<file path="src/rtl/core/joystick_poll_frame_receiver_macros.svh">
// ----------------------------------------------------------------------------
// Joystick poll frame receiver assertion macros
// Clocked assertion wrappers used by the receiver top level
// ----------------------------------------------------------------------------
`ifndef JOYSTICK_POLL_FRAME_RECEIVER_MACROS_SVH
`define JOYSTICK_POLL_FRAME_RECEIVER_MACROS_SVH

// checked only outside reset
`define JPFR_ASSERT(lbl, prop, msg) \
    lbl: assert property (@(posedge clk) disable iff (!rst_n) prop) else $error(msg);

// checked at every edge, reset included
`define JPFR_ASSERT_ALWAYS(lbl, prop, msg) \
    lbl: assert property (@(posedge clk) prop) else $error(msg);

`endif

</file>
<file path="src/rtl/core/jpfr_pkg.sv">
// ----------------------------------------------------------------------------
// Joystick poll frame receiver package
// Shared constants, link state encoding and interface structs
// ----------------------------------------------------------------------------
package jpfr_pkg;

    localparam int WAIT_COUNT_WIDTH = 16;
    localparam int TIMEOUT_WIDTH    = 16;
    localparam int CMP_WIDTH        = (WAIT_COUNT_WIDTH > TIMEOUT_WIDTH) ?
                                      WAIT_COUNT_WIDTH : TIMEOUT_WIDTH;
    localparam int CFG_INDEX_WIDTH  = 2;
    localparam int CFG_DATA_WIDTH   = 16;

    localparam logic [WAIT_COUNT_WIDTH-1:0] WAIT_MAX = '1;

    localparam logic [7:0] MARK_BYTE  = 8'hFF;
    localparam logic [7:0] CODE_LEFT  = 8'hBB;
    localparam logic [7:0] CODE_RIGHT = 8'hCC;
    localparam logic [7:0] CODE_STOP  = 8'hAA;

    localparam logic [TIMEOUT_WIDTH-1:0] TIMEOUT_RESET = 16'd180;
    localparam logic [7:0]               NEUTRAL_RESET = 8'd127;

    localparam logic [CFG_INDEX_WIDTH-1:0] REG_TIMEOUT_TICKS    = 2'd0;
    localparam logic [CFG_INDEX_WIDTH-1:0] REG_NEUTRAL_POSITION = 2'd1;

    localparam logic [1:0] PAYLOAD_LAST = 2'd3;

    typedef enum logic [1:0] {
        LINK_SLEEP = 2'd0,
        LINK_LEFT  = 2'd1,
        LINK_RIGHT = 2'd2
    } link_state_t;

    typedef struct packed {
        logic [TIMEOUT_WIDTH-1:0] timeout_ticks;
        logic [7:0]               neutral_position;
    } cfg_t;

    typedef struct packed {
        logic       tx_valid;
        logic [7:0] tx_byte;
        logic [7:0] left_x;
        logic [7:0] left_y;
        logic [7:0] right_x;
        logic [7:0] right_y;
        logic [1:0] stop_count;
        logic       start_pressed;
        logic [1:0] link_state;
    } result_t;

    typedef struct packed {
        logic       in_frame;
        logic [1:0] stop_presses;
    } status_t;

endpackage

</file>
<file path="src/rtl/core/jpfr_link.sv">
// ----------------------------------------------------------------------------
// Joystick poll frame receiver link engine
// Poll state, wait counters, byte deframer and stick registers; forms the
// result word for each accepted input word combinationally in the accepting cycle
// ----------------------------------------------------------------------------
module jpfr_link
(
    input  logic              clk,
    input  logic              rst_n,
    input  logic              accept,
    input  logic              func,
    input  logic [7:0]        rx_byte,
    input  jpfr_pkg::cfg_t    cfg,
    output jpfr_pkg::result_t result,
    output jpfr_pkg::status_t status
);

    jpfr_pkg::link_state_t                   poll_state_reg, poll_state_next;
    logic                                    in_frame_reg, in_frame_next;
    logic [1:0]                              payload_index_reg, payload_index_next;
    logic [7:0]                              payload0_reg, payload0_next;
    logic [7:0]                              payload1_reg, payload1_next;
    logic [7:0]                              payload2_reg, payload2_next;
    logic [7:0]                              left_x_reg, left_x_next;
    logic [7:0]                              left_y_reg, left_y_next;
    logic [7:0]                              right_x_reg, right_x_next;
    logic [7:0]                              right_y_reg, right_y_next;
    logic [jpfr_pkg::WAIT_COUNT_WIDTH-1:0]   left_wait_reg, left_wait_next;
    logic [jpfr_pkg::WAIT_COUNT_WIDTH-1:0]   right_wait_reg, right_wait_next;
    logic [1:0]                              stop_presses_reg, stop_presses_next;
    logic                                    start_seen_reg, start_seen_next;
    logic                                    tx_valid;
    logic [7:0]                              tx_byte;
    logic [jpfr_pkg::CMP_WIDTH-1:0]          timeout_ext;

    assign timeout_ext = jpfr_pkg::CMP_WIDTH'(cfg.timeout_ticks);

    always_comb
    begin
        poll_state_next    = poll_state_reg;
        in_frame_next      = in_frame_reg;
        payload_index_next = payload_index_reg;
        payload0_next      = payload0_reg;
        payload1_next      = payload1_reg;
        payload2_next      = payload2_reg;
        left_x_next        = left_x_reg;
        left_y_next        = left_y_reg;
        right_x_next       = right_x_reg;
        right_y_next       = right_y_reg;
        left_wait_next     = left_wait_reg;
        right_wait_next    = right_wait_reg;
        stop_presses_next  = stop_presses_reg;
        start_seen_next    = start_seen_reg;
        tx_valid           = 1'b0;
        tx_byte            = 8'd0;

        if (!func)
        begin
            // poll tick
            if (stop_presses_reg == 2'd0)
            begin
                if (poll_state_reg == jpfr_pkg::LINK_SLEEP)
                begin
                    poll_state_next = jpfr_pkg::LINK_LEFT;
                    tx_valid        = 1'b1;
                    tx_byte         = jpfr_pkg::CODE_LEFT;
                end
                unique case (poll_state_next)
                    jpfr_pkg::LINK_LEFT:
                    begin
                        left_wait_next  = (left_wait_reg == jpfr_pkg::WAIT_MAX) ?
                                          left_wait_reg : left_wait_reg + 1'b1;
                        right_wait_next = '0;
                    end
                    jpfr_pkg::LINK_RIGHT:
                    begin
                        left_wait_next  = '0;
                        right_wait_next = (right_wait_reg == jpfr_pkg::WAIT_MAX) ?
                                          right_wait_reg : right_wait_reg + 1'b1;
                    end
                    default:
                    begin
                        left_wait_next  = '0;
                        right_wait_next = '0;
                    end
                endcase
                if ((jpfr_pkg::CMP_WIDTH'(left_wait_next) >= timeout_ext) ||
                    (jpfr_pkg::CMP_WIDTH'(right_wait_next) >= timeout_ext))
                begin
                    left_x_next     = cfg.neutral_position;
                    left_y_next     = cfg.neutral_position;
                    right_x_next    = cfg.neutral_position;
                    right_y_next    = cfg.neutral_position;
                    poll_state_next = jpfr_pkg::LINK_SLEEP;
                    left_wait_next  = '0;
                    right_wait_next = '0;
                end
            end
        end
        else if (!in_frame_reg)
        begin
            if (rx_byte == jpfr_pkg::MARK_BYTE)
                in_frame_next = 1'b1;
            else
                payload_index_next = 2'd0;
        end
        else if (payload_index_reg != jpfr_pkg::PAYLOAD_LAST)
        begin
            // payload bytes: code, y, x
            unique case (payload_index_reg)
                2'd0:    payload0_next = rx_byte;
                2'd1:    payload1_next = rx_byte;
                default: payload2_next = rx_byte;
            endcase
            payload_index_next = payload_index_reg + 2'd1;
        end
        else if (rx_byte == jpfr_pkg::MARK_BYTE)
        begin
            // closing mark
            in_frame_next      = 1'b0;
            payload_index_next = 2'd0;
            if (payload0_reg == jpfr_pkg::CODE_LEFT)
            begin
                if (poll_state_reg == jpfr_pkg::LINK_LEFT)
                begin
                    left_y_next     = payload1_reg;
                    left_x_next     = payload2_reg;
                    poll_state_next = jpfr_pkg::LINK_RIGHT;
                    tx_valid        = 1'b1;
                    tx_byte         = jpfr_pkg::CODE_RIGHT;
                end
            end
            else if (payload0_reg == jpfr_pkg::CODE_RIGHT)
            begin
                if (poll_state_reg == jpfr_pkg::LINK_RIGHT)
                begin
                    right_y_next    = payload1_reg;
                    right_x_next    = payload2_reg;
                    poll_state_next = jpfr_pkg::LINK_SLEEP;
                end
            end
            else
            begin
                left_x_next     = cfg.neutral_position;
                left_y_next     = cfg.neutral_position;
                right_x_next    = cfg.neutral_position;
                right_y_next    = cfg.neutral_position;
                poll_state_next = jpfr_pkg::LINK_SLEEP;
            end
            if (payload0_reg == jpfr_pkg::CODE_STOP)
            begin
                stop_presses_next = stop_presses_reg + 2'd1;
                start_seen_next   = 1'b1;
            end
        end
    end

    always_ff @(posedge clk or negedge rst_n)
    begin
        if (!rst_n)
        begin
            poll_state_reg    <= jpfr_pkg::LINK_SLEEP;
            in_frame_reg      <= 1'b0;
            payload_index_reg <= 2'd0;
            payload0_reg      <= 8'd0;
            payload1_reg      <= 8'd0;
            payload2_reg      <= 8'd0;
            left_x_reg        <= jpfr_pkg::NEUTRAL_RESET;
            left_y_reg        <= jpfr_pkg::NEUTRAL_RESET;
            right_x_reg       <= jpfr_pkg::NEUTRAL_RESET;
            right_y_reg       <= jpfr_pkg::NEUTRAL_RESET;
            left_wait_reg     <= '0;
            right_wait_reg    <= '0;
            stop_presses_reg  <= 2'd0;
            start_seen_reg    <= 1'b0;
        end
        else if (accept)
        begin
            poll_state_reg    <= poll_state_next;
            in_frame_reg      <= in_frame_next;
            payload_index_reg <= payload_index_next;
            payload0_reg      <= payload0_next;
            payload1_reg      <= payload1_next;
            payload2_reg      <= payload2_next;
            left_x_reg        <= left_x_next;
            left_y_reg        <= left_y_next;
            right_x_reg       <= right_x_next;
            right_y_reg       <= right_y_next;
            left_wait_reg     <= left_wait_next;
            right_wait_reg    <= right_wait_next;
            stop_presses_reg  <= stop_presses_next;
            start_seen_reg    <= start_seen_next;
        end
    end

    always_comb
    begin
        result.tx_valid      = tx_valid;
        result.tx_byte       = tx_byte;
        result.left_x        = left_x_next;
        result.left_y        = left_y_next;
        result.right_x       = right_x_next;
        result.right_y       = right_y_next;
        result.stop_count    = stop_presses_next;
        result.start_pressed = start_seen_next;
        result.link_state    = poll_state_next;
        status.in_frame      = in_frame_reg;
        status.stop_presses  = stop_presses_reg;
    end

endmodule

</file>
<file path="src/rtl/core/jpfr_out_buf.sv">
// ----------------------------------------------------------------------------
// Joystick poll frame receiver output buffer
// Result register with one skid entry behind it
// ----------------------------------------------------------------------------
module jpfr_out_buf
(
    input  logic              clk,
    input  logic              rst_n,
    input  logic              push,
    input  jpfr_pkg::result_t push_data,
    output logic              push_ready,
    output logic              out_valid,
    input  logic              out_ready,
    output jpfr_pkg::result_t out_data
);

    logic              out_valid_reg, out_valid_next;
    logic              skid_valid_reg, skid_valid_next;
    jpfr_pkg::result_t out_data_reg, out_data_next;
    jpfr_pkg::result_t skid_data_reg, skid_data_next;
    logic              take;

    assign take       = out_valid_reg && out_ready;
    assign push_ready = !skid_valid_reg;
    assign out_valid  = out_valid_reg;
    assign out_data   = out_data_reg;

    always_comb
    begin
        out_valid_next  = out_valid_reg;
        skid_valid_next = skid_valid_reg;
        out_data_next   = out_data_reg;
        skid_data_next  = skid_data_reg;
        if (skid_valid_reg)
        begin
            if (take)
            begin
                out_data_next   = skid_data_reg;
                skid_valid_next = 1'b0;
            end
        end
        else if (push)
        begin
            if (!out_valid_reg || take)
            begin
                out_data_next  = push_data;
                out_valid_next = 1'b1;
            end
            else
            begin
                skid_data_next  = push_data;
                skid_valid_next = 1'b1;
            end
        end
        else if (take)
        begin
            out_valid_next = 1'b0;
        end
    end

    always_ff @(posedge clk or negedge rst_n)
    begin
        if (!rst_n)
        begin
            out_valid_reg  <= 1'b0;
            skid_valid_reg <= 1'b0;
        end
        else
        begin
            out_valid_reg  <= out_valid_next;
            skid_valid_reg <= skid_valid_next;
        end
    end

    always_ff @(posedge clk)
    begin
        out_data_reg  <= out_data_next;
        skid_data_reg <= skid_data_next;
    end

endmodule

</file>
<file path="src/rtl/core/joystick_poll_frame_receiver.sv">
// ----------------------------------------------------------------------------
// Joystick poll frame receiver
// Polls a remote controller over a serial link and deframes its stick replies
//
//   channel | direction | handshake             | payload
//   --------+-----------+-----------------------+-------------------------------
//   in      | input     | in_valid / in_ready   | func, rx_byte
//   out     | output    | out_valid / out_ready | tx_valid, tx_byte, sticks,
//           |           |                       | stop_count, start_pressed,
//           |           |                       | link_state
//   cfg     | input     | cfg_valid / cfg_ready | cfg_index, cfg_data
//
// one word in per cycle while in_ready is high; each result is registered
// the link engine updates all state in the accepting cycle from its registers
// reset clears all state at once, no clearing pass; config returns to 180/127
// the result register plus one skid entry absorb stalls; in_ready drops only
// when both hold a word
// cfg_ready is always high
// ----------------------------------------------------------------------------
`include "joystick_poll_frame_receiver_macros.svh"

module joystick_poll_frame_receiver
(
    input  logic                                 clk,
    input  logic                                 rst_n,
    input  logic                                 in_valid,
    output logic                                 in_ready,
    input  logic                                 func,
    input  logic [7:0]                           rx_byte,
    output logic                                 out_valid,
    input  logic                                 out_ready,
    output logic                                 tx_valid,
    output logic [7:0]                           tx_byte,
    output logic [7:0]                           left_x,
    output logic [7:0]                           left_y,
    output logic [7:0]                           right_x,
    output logic [7:0]                           right_y,
    output logic [1:0]                           stop_count,
    output logic                                 start_pressed,
    output logic [1:0]                           link_state,
    input  logic                                 cfg_valid,
    output logic                                 cfg_ready,
    input  logic [jpfr_pkg::CFG_INDEX_WIDTH-1:0] cfg_index,
    input  logic [jpfr_pkg::CFG_DATA_WIDTH-1:0]  cfg_data
);

    jpfr_pkg::cfg_t    cfg_reg, cfg_next;
    jpfr_pkg::result_t link_result;
    jpfr_pkg::result_t out_word;
    jpfr_pkg::status_t link_status;
    logic              item_accept;

    assign cfg_ready   = 1'b1;
    assign item_accept = in_valid && in_ready;

    always_comb
    begin
        cfg_next = cfg_reg;
        if (cfg_valid)
        begin
            priority if (cfg_index == jpfr_pkg::REG_TIMEOUT_TICKS)
                cfg_next.timeout_ticks = jpfr_pkg::TIMEOUT_WIDTH'(cfg_data);
            else if (cfg_index == jpfr_pkg::REG_NEUTRAL_POSITION)
                cfg_next.neutral_position = cfg_data[7:0];
            else
                cfg_next = cfg_reg;
        end
    end

    always_ff @(posedge clk or negedge rst_n)
    begin
        if (!rst_n)
        begin
            cfg_reg.timeout_ticks    <= jpfr_pkg::TIMEOUT_RESET;
            cfg_reg.neutral_position <= jpfr_pkg::NEUTRAL_RESET;
        end
        else
        begin
            cfg_reg <= cfg_next;
        end
    end

    jpfr_link u_link
    (
        .clk     (clk),
        .rst_n   (rst_n),
        .accept  (item_accept),
        .func    (func),
        .rx_byte (rx_byte),
        .cfg     (cfg_reg),
        .result  (link_result),
        .status  (link_status)
    );

    jpfr_out_buf u_out_buf
    (
        .clk        (clk),
        .rst_n      (rst_n),
        .push       (item_accept),
        .push_data  (link_result),
        .push_ready (in_ready),
        .out_valid  (out_valid),
        .out_ready  (out_ready),
        .out_data   (out_word)
    );

    assign tx_valid      = out_word.tx_valid;
    assign tx_byte       = out_word.tx_byte;
    assign left_x        = out_word.left_x;
    assign left_y        = out_word.left_y;
    assign right_x       = out_word.right_x;
    assign right_y       = out_word.right_y;
    assign stop_count    = out_word.stop_count;
    assign start_pressed = out_word.start_pressed;
    assign link_state    = out_word.link_state;

    // a stalled input side means both output entries are full
    `JPFR_ASSERT(a_stall_needs_full_out, !in_ready |-> out_valid, "in_ready low with empty output")

    // requests are only ever the left or right code
    `JPFR_ASSERT(a_tx_code, (out_valid && tx_valid) |->
        ((tx_byte == jpfr_pkg::CODE_LEFT) || (tx_byte == jpfr_pkg::CODE_RIGHT)),
        "bad request byte")

    // halted ticks and bytes outside a frame never send a request
    `JPFR_ASSERT(a_no_tx_when_idle, (item_accept &&
        ((!func && (link_status.stop_presses != 2'd0)) || (func && !link_status.in_frame)))
        |-> !link_result.tx_valid, "request sent while halted or outside a frame")

    // output empty as reset releases
    `JPFR_ASSERT_ALWAYS(a_reset_empty, $rose(rst_n) |-> (!out_valid && in_ready), "output not empty after reset")

endmodule

</file>
<file path="config.mk">
export PLATFORM = sky130hd
export DESIGN_NAME = joystick_poll_frame_receiver
export DESIGN_NICKNAME = d
export VERILOG_FILES = /design/src/rtl/core/jpfr_pkg.sv /design/src/rtl/core/jpfr_link.sv /design/src/rtl/core/jpfr_out_buf.sv /design/src/rtl/core/joystick_poll_frame_receiver.sv
export VERILOG_INCLUDE_DIRS = /design/src /design/src/rtl/core
export SDC_FILE = /design/constraint.sdc
export NUM_CORES = 1
export LEC_CHECK = 0
export BUFFER_PORTS_ARGS = -buffer_cell sky130_fd_sc_hd__buf_2
export CORE_MARGIN = 3
export CORE_UTILIZATION = 50
export CTS_BUF_LIST = sky130_fd_sc_hd__clkbuf_8
export DETAILED_ROUTE_END_ITERATION = 8
export MAX_ROUTING_LAYER = met4
export PLACE_DENSITY = 0.71
export SLEW_MARGIN = 40
export SYNTH_ARGS = -nofsm -noshare
export SYNTH_HDL_FRONTEND = slang
export SYNTH_SLANG_ARGS = --single-unit
export TNS_END_PERCENT = 100
</file>
<file path="constraint.sdc">
create_clock -name clk -period 4.03 [get_ports clk]
set_input_delay 0.6045 -clock clk [delete_from_list [all_inputs] [get_ports clk]]
set_output_delay 0.6045 -clock clk [all_outputs]
set_load 0.03 [all_outputs]
</file>
==> impl_results.md, run 1 <==
* CP startpoint kind: register
* Worst setup endpoint: u_out_buf.skid_data_reg[20]
* Yosys warning total at 0
* Placed cells at 1,527
* Headroom to the max-slew limit at 44.7%
* Worst Setup End Kind: register
* Unrepaired setup endpoints after global routing: yes
* Htree depth at 2
* Fin worst setup slack at between 0.09 and 0.1 ns
* HPWL after DPL at 22,600 um
* Dominant synthesized flop cell: dfrtp_1
* Max Clk Rate at 254 MHz
* Tcrit/Tclk final at a little over nine tenths
* Final net count at about 1,300
* Final ANT Viol Nets at 0
* Req. time, crit path at ~4.3 ns
* Leakage at 5.81 nW
* IO buf count at 79
* Seq cells post-synth at 202
* Net Sw Frac at 37.1%
* CP startpoint: u_link.left_wait_reg[1]
* Clk slew on worst S/H paths at 0.07 ns
* Die H at 159 um
* R2R setup slack at 0.09 ns
* Num CTS Buffers at 36
* Worst R2R End: u_out_buf.skid_data_reg[20]
* Root buf cell: clkbuf_8
* Area leader, netlist: edfxtp_1
* Max clock buf depth at 3
* DR WL/cell at roughly 21 um
* Post-Syn Instances at 1,158
* Worst IR Drop VDD at 0.000361 V
* Grt total ovfl at 0
* DR vias/cell at 6.41
* Fin cells at about 1,600
* Max-cap viol count at 0
* Internal power at 4.67 mW
* Crit Path Max Fanout at 7
* CTS tree: yes
* CP arrival at 4.24 ns
* Hold Vio Cnt, Final at 0
* Syn_area_per_cell at between 10 and 15 um2
* GR Util All Layers at 26.9%
* Final Power at 7.43 mW
* N_diodes at 0
* Rows at 55
* Worst-Skew Late Latency at 0.55 ns
* Pre-CTS WS at -0.0553 ns
* Syn_nets at 1,228
* Clock sink count at 202
* Tmin final at 3.94 ns
* Sequential power share at 42.7%
* Clock network power share at between 20% and 30%
* Die width at roughly 160 um
* Largest cells by area after synthesis: edfxtp_1, dfrtp_1, dfstp_2
* Fraction of layout cells with a size suffix above 1 at 29.2%
* Final setup viols at 0
* Hold Crit Class: primary input to async pin
* Core Area at 22,800 um2
* FF-to-FF Start: u_link.left_wait_reg[1]
* Slew Limit Fails at 0
* Least-Margin Pin Slew at between 0.8 and 0.9 ns
* Number of distinct library cells after synthesis at around 80
* Worst clock skew at 0.0284 ns
* Net Sw Power at between 2 and 3 mW
* Io pins at 81
* Post-synth EDFFs at 80
* Critical path class: register to register
* Combinational share of power at between 30% and 40%
* First-pass GRT wire length at between 50,000 and 60,000 um
* Post-synth top area share at 20.5%
* Largest net degree at the start of global routing at just under 70
* Mapped Area at 11,700 um2
* Syn-to-layout area delta at 19.3%
* Antenna violations before repair at 0
* Final GP Congestion at 0.927
* Register area share after synthesis at 46.9%
* Die area at 25,300 um2
* Routed Wire Length at about 35,000 um
* Hold slack final at 0.0472 ns
* Starting Density at between 50% and 60%
* PD cells at 531 nW/um2
* Status: finished clean
* Drt pass-1 iters at 5
* DRC violations left at 0
* DR iter-0 viols at 1,220
* Via count at 10,400
* Ys async rst share at 60.4%
* Vias in the first global route at 9,743
* CTS hold repair buffers at 0
* R2R depth at 16
[metrics by stage]
stage | setup TNS, ns | cell area (um2) | utilization (%)
finish | 0 | 14000 | 61.3
detailed placement | -0.431 | 12800 | 56.0
floorplan | 0 | 11700 | -
global placement | 0 | 12800 | 55.9
global route | -0.814 | 14000 | 61.3
CTS | 0 | 13500 | 59.3
[worst max-delay path, stage by stage (launching register included)]
cell and delay [ns]:
dfrtp_1 0.40, ha_2 0.21, nand2_1 0.08, buf_4 0.19, nor4_4 0.23, nor2_1 0.12, a211oi_2 0.29, ha_1 0.18
nand4_1 0.17, or4_1 0.50, o31a_1 0.36, buf_6 0.14, a31oi_4 0.19, buf_6 0.13, buf_12 0.12, nor2_2 0.05
a221o_1 0.33
[how the worst min path moves through the flow]
stage | start | endpoint | slack, ns | cells past startpoint
5_1_grt | rst_n | u_link.right_wait_reg[13] | 0.10 | 1
6_report | rst_n | u_link.right_wait_reg[14] | 0.05 | 1
3_5_place_dp | u_link.start_seen_reg | u_link.start_seen_reg | 0.47 | 1
3_3_place_gp | u_link.start_seen_reg | u_link.start_seen_reg | 0.45 | 1
4_1_cts | rst_n | u_link.payload2_reg[6] | 0.07 | 1
2_1_floorplan | rst_n | cfg_reg[11] | 0.31 | 0
[layout make-up]
class | instances | area (um2)
timing repair buffer | 174 | 1280
clock inverter | 26 | 146
fill | 1918 | 8850
sequential | 202 | 5510
clock buffer | 40 | 551
inverter | 59 | 221
multi-input combinational | 801 | 5910
tap | 313 | 392
[cell usage in the layout, fill, tap and decap left out, types with 39 or more instances in the layout]
master,count
nand2_1,89
dfrtp_1,82
buf_4,80
edfxtp_1,80
buf_2,78
inv_1,71
nor2_1,66
nand3_1,52
o21ai_0,52
mux2_2,42
a21oi_1,41
clkbuf_8,40
dfstp_2,39
[per-layer routing]
metal / share of wire, % / global-route usage, %
met1: 46 / 40.2
met3: 9.5 / 5.83
met2: 42 / 36.6
met4: 2.3 / 7.92
met5: 0 / -
[what timing repair did]
action,CTS,global route
gates resized for setup,3,52
buffers inserted,0,18
pin swaps,0,16
setup endpoints to repair,19,130
cloned,1,3
[cells in the mapped netlist (12+ instances only)]
| library cell | number |
|---|---|
| a32oi_1 | 14 |
| a22oi_1 | 18 |
| nand4_1 | 13 |
| ha_1 | 38 |
| a22o_1 | 22 |
| mux2i_1 | 17 |
| and3_1 | 17 |
| o221ai_1 | 14 |
| a21boi_0 | 15 |
| a31oi_1 | 26 |
| o21ai_0 | 55 |
| nor2_1 | 67 |
| xnor2_1 | 12 |
| mux2_2 | 42 |
| o311a_1 | 17 |
| nand2_1 | 90 |
| a21oi_1 | 44 |
| o221a_2 | 14 |
| a211oi_1 | 23 |
| inv_1 | 58 |
| nor3_1 | 14 |
| clkbuf_1 | 68 |
| o41ai_1 | 21 |
| dfstp_2 | 39 |
| edfxtp_1 | 80 |
| nand3_1 | 55 |
| dfrtp_1 | 83 |
| nor4_1 | 36 |
[cells by family (layout without fill, tap and decap cells)]
family,Yosys count,after routing,synth area share (%)
fa+ha+maj,38,38,4.05
other cells,1,1,0.0320
flops,202,202,46.9
simple gates,337,337,14.3
compound gates,353,353,22.9
mux,59,59,5.48
buf+inv,155,299,5.34
xor+xnor,13,13,0.970
[power groups by stage]
stage	Sequential (mW)	Clock, mW	Combinational [mW]
2_1_floorplan	3.47	0	1.39
3_3_place_gp	3.18	0	2.27
3_5_place_dp	3.20	0	2.33
4_1_cts	3.16	1.91	2.34
5_1_grt	3.24	2.00	2.60
6_report	3.18	1.88	2.38
(Power assumes the default switching activity.)
==> run 2, diff against run 1 <==
==> constraint.sdc (replaced) <==
create_clock -name clk -period 4.03 [get_ports clk]
set_input_delay 0.806 -clock clk [delete_from_list [all_inputs] [get_ports clk]]
set_output_delay 0.806 -clock clk [all_outputs]
set_load 0.03 [all_outputs]
==> impl_results.md, run 2 (same netlist as run 1, synthesis figures left out) <==
* Final ANT Viol Nets at 0 (unchanged)
* Routed Wire Length at 34,500 um (was 34,600 um)
* Placed cells at 1,530 (was 1,527)
* CP arrival at 4.23 ns (was 4.24 ns)
* Grt total ovfl at 0 (unchanged)
* Hold Crit Class: primary input to async pin (unchanged)
* Worst-Skew Late Latency at 0.54 ns (was 0.55 ns)
* Clock sink count at 202 (unchanged)
* Register area at 5510 um2 (unchanged)
* Starting Density at 51.4% (unchanged)
* Clk slew on worst S/H paths at 0.07 ns (about the same)
* Worst Setup End Kind: register (unchanged)
* Area after DPL at 12,800 um2 (about the same)
* Vias in the first global route at 9,669 (was 9,743)
* Slew Limit Fails at 0 (unchanged)
* Final Cell Area at 13,900 um2 (was 14,000 um2)
* Htree depth at 2 (unchanged)
* Rows at 55 (unchanged)
* Core Area at 22,800 um2 (unchanged)
* CTS hold repair buffers at 0 (unchanged)
* R2R setup slack at 0.09 ns (about the same)
* Critical-path cell list: ha_2 > nand2_2 > buf_6 > nor4_4 > buf_4 > o31a_1 > o21a_1 > ha_1 > nand2_1 > or4_1 > o31a_1 > buf_4 > a31oi_4 > buf_4 > nor2_2 > a221o_1 (was ha_2 > nand2_1 > buf_4 > nor4_4 > nor2_1 > a211oi_2 > ha_1 > nand4_1 > or4_1 > o31a_1 > buf_6 > a31oi_4 > buf_6 > buf_12 > nor2_2 > a221o_1)
* Headroom to the max-slew limit at 47.2% (was 44.7%)
* Max Clk Rate at 254 MHz (about the same)
* GR Util All Layers at 26.9% (about the same)
* Unrepaired setup endpoints after global routing: yes (unchanged)
* Syn-to-layout area delta at 18.5% (was 19.3%)
* Via count at 10,300 (was 10,400)
* IO buf count at 79 (unchanged)
* Die H at 159 um (unchanged)
* Commonest cells after routing, fill and taps aside: nand2_1, dfrtp_1, edfxtp_1, buf_2, buf_4 (was nand2_1, dfrtp_1, buf_4, edfxtp_1, buf_2)
* Worst clock skew at 0.0262 ns (was 0.0284 ns)
* HPWL after DPL at 23,000 um (was 22,600 um)
* Worst R2R End: u_out_buf.skid_data_reg[20] (unchanged)
* Antenna violations before repair at 0 (unchanged)
* First-pass GRT wire length at 53,700 um (was 54,100 um)
* Max clock buf depth at 3 (unchanged)
* Delay-heaviest family, CP: compound AO/OA/AOI/OAI gates (unchanged)
* Slowest-stage cell, CP: or4_1 (unchanged)
* Leakage at 5.76 nW (was 5.81 nW)
* Fraction of layout cells with a size suffix above 1 at 28.5% (was 29.2%)
* Tcrit/Tclk final at 97.7% (was 97.8%)
* Hold Vio Cnt, Final at 0 (unchanged)
* FF-to-FF Start: u_link.left_wait_reg[1] (unchanged)
* PD cells at 538 nW/um2 (was 531 nW/um2)
* Io pins at 81 (unchanged)
* Status: finished clean (unchanged)
* Cell mode on critical path: buf_4 (was buf_6)
* DRC violations left at 0 (unchanged)
* Tmin final at 3.94 ns (about the same)
* Least-Margin Pin Slew at 0.792 ns (was 0.829 ns)
* Die width at 159 um (unchanged)
* WP buf/inv at 4 (unchanged)
* CTS tree: yes (unchanged)
* Fin cells at 1,606 (was 1,615)
* Slowest stage delay, CP at 0.52 ns (was 0.50 ns)
* Largest net degree at the start of global routing at 71 (was 68)
* Num CTS Buffers at 36 (unchanged)
* Root buf cell: clkbuf_8 (unchanged)
* N_diodes at 0 (unchanged)
* Worst IR Drop VDD at 0.000398 V (was 0.000361 V)
* CP startpoint kind: register (unchanged)
* Max-cap viol count at 0 (unchanged)
* DR WL/cell at 21.5 um (was 21.4 um)
* Drt pass-1 iters at 5 (unchanged)
* Critical path class: register to register (unchanged)
* Fill count at 1,916 (was 1,918)
* Multi-input logic area at 5860 um2 (was 5910 um2)
* Final net count at 1,335 (was 1,344)
* Req. time, crit path at 4.32 ns (was 4.33 ns)
* R2R depth at 16 (unchanged)
* DR iter-0 viols at 1,214 (was 1,220)
* DR vias/cell at 6.40 (was 6.41)
* Crit Path Max Fanout at 7 (unchanged)
* Commonest non-fill, non-tap cell in the layout: nand2_1 (unchanged)
* Final GP Congestion at 0.930 (was 0.927)
* Die area at 25,300 um2 (unchanged)
* Final setup viols at 0 (unchanged)
run 2: worst max path at each step:
stage,from,end,depth (start not counted),slack [ns]
after floorplan,u_link.left_wait_reg[3],u_out_buf.out_data[1],14,0.01
after global placement,u_link.right_wait_reg[0],u_out_buf.out_data[12],16,0.008
after detailed placement,u_link.left_wait_reg[6],u_out_buf.out_data[36],13,-0.11
after CTS,u_link.left_wait_reg[4],u_out_buf.out_data[36],13,0.008
after global routing,u_link.right_wait_reg[0],u_out_buf.out_data[20],16,-0.09
final,u_link.left_wait_reg[1],u_out_buf.skid_data_reg[20],16,0.09
run 2: per-layer routing:
metal / wire, um / global-route usage (%) / part of all wire, %
met3: 3820 / 6.79 / 11
met5: 0 / - / 0
met4: 729 / 6.29 / 2.1
met1: 15500 / 39.8 / 45
met2: 14500 / 37.2 / 42
run 2: what timing repair did:
action | CTS | global route
resized for setup | 1 | 39
gates cloned | 0 | 4
pin swaps | 0 | 8
hold endpoints to repair | 0 | 0
endpoints found under the setup margin | 1 | 131
setup buffers | 0 | 6
run 2: worst register-to-register path, stage by stage, from the launching register on:
cell and delay, ns:
dfrtp_1 0.40, ha_2 0.20, nand2_2 0.08, buf_6 0.14, nor4_4 0.05, buf_4 0.15
o31a_1 0.23, o21a_1 0.21, ha_1 0.29, nand2_1 0.08, or4_1 0.52, o31a_1 0.34
buf_4 0.17, a31oi_4 0.25, buf_4 0.19, nor2_2 0.06, a221o_1 0.34
run 2: power by group:
group	switching (mW)	internal (mW)	total, mW
clock	0.890	1.01	1.90
combinational	1.54	0.832	2.37
sequential	0.351	2.86	3.21
run 2: cell type report:
type	count	area share (%)
flip-flops and latches	202	39.6
inverters	59	1.59
multi-input cells	801	42.2
repair buffers	165	8.72
clock buffers	41	4.06
clock inverters	25	1.04
well taps	313	2.82
run 2: through the flow:
stage	utilization (%)	hold slack, ns	setup WS [ns]	power, mW	setup TNS (ns)
floorplan	-	0.431	0.0113	4.86	0
global placement	56.1	0.446	0.00823	5.48	0
detailed placement	56.2	0.454	-0.113	5.54	-0.113
CTS	59.3	0.312	0.00824	7.44	0
global route	60.8	0.323	-0.0897	7.84	-1.22
finish	60.8	0.286	0.0921	7.48	0
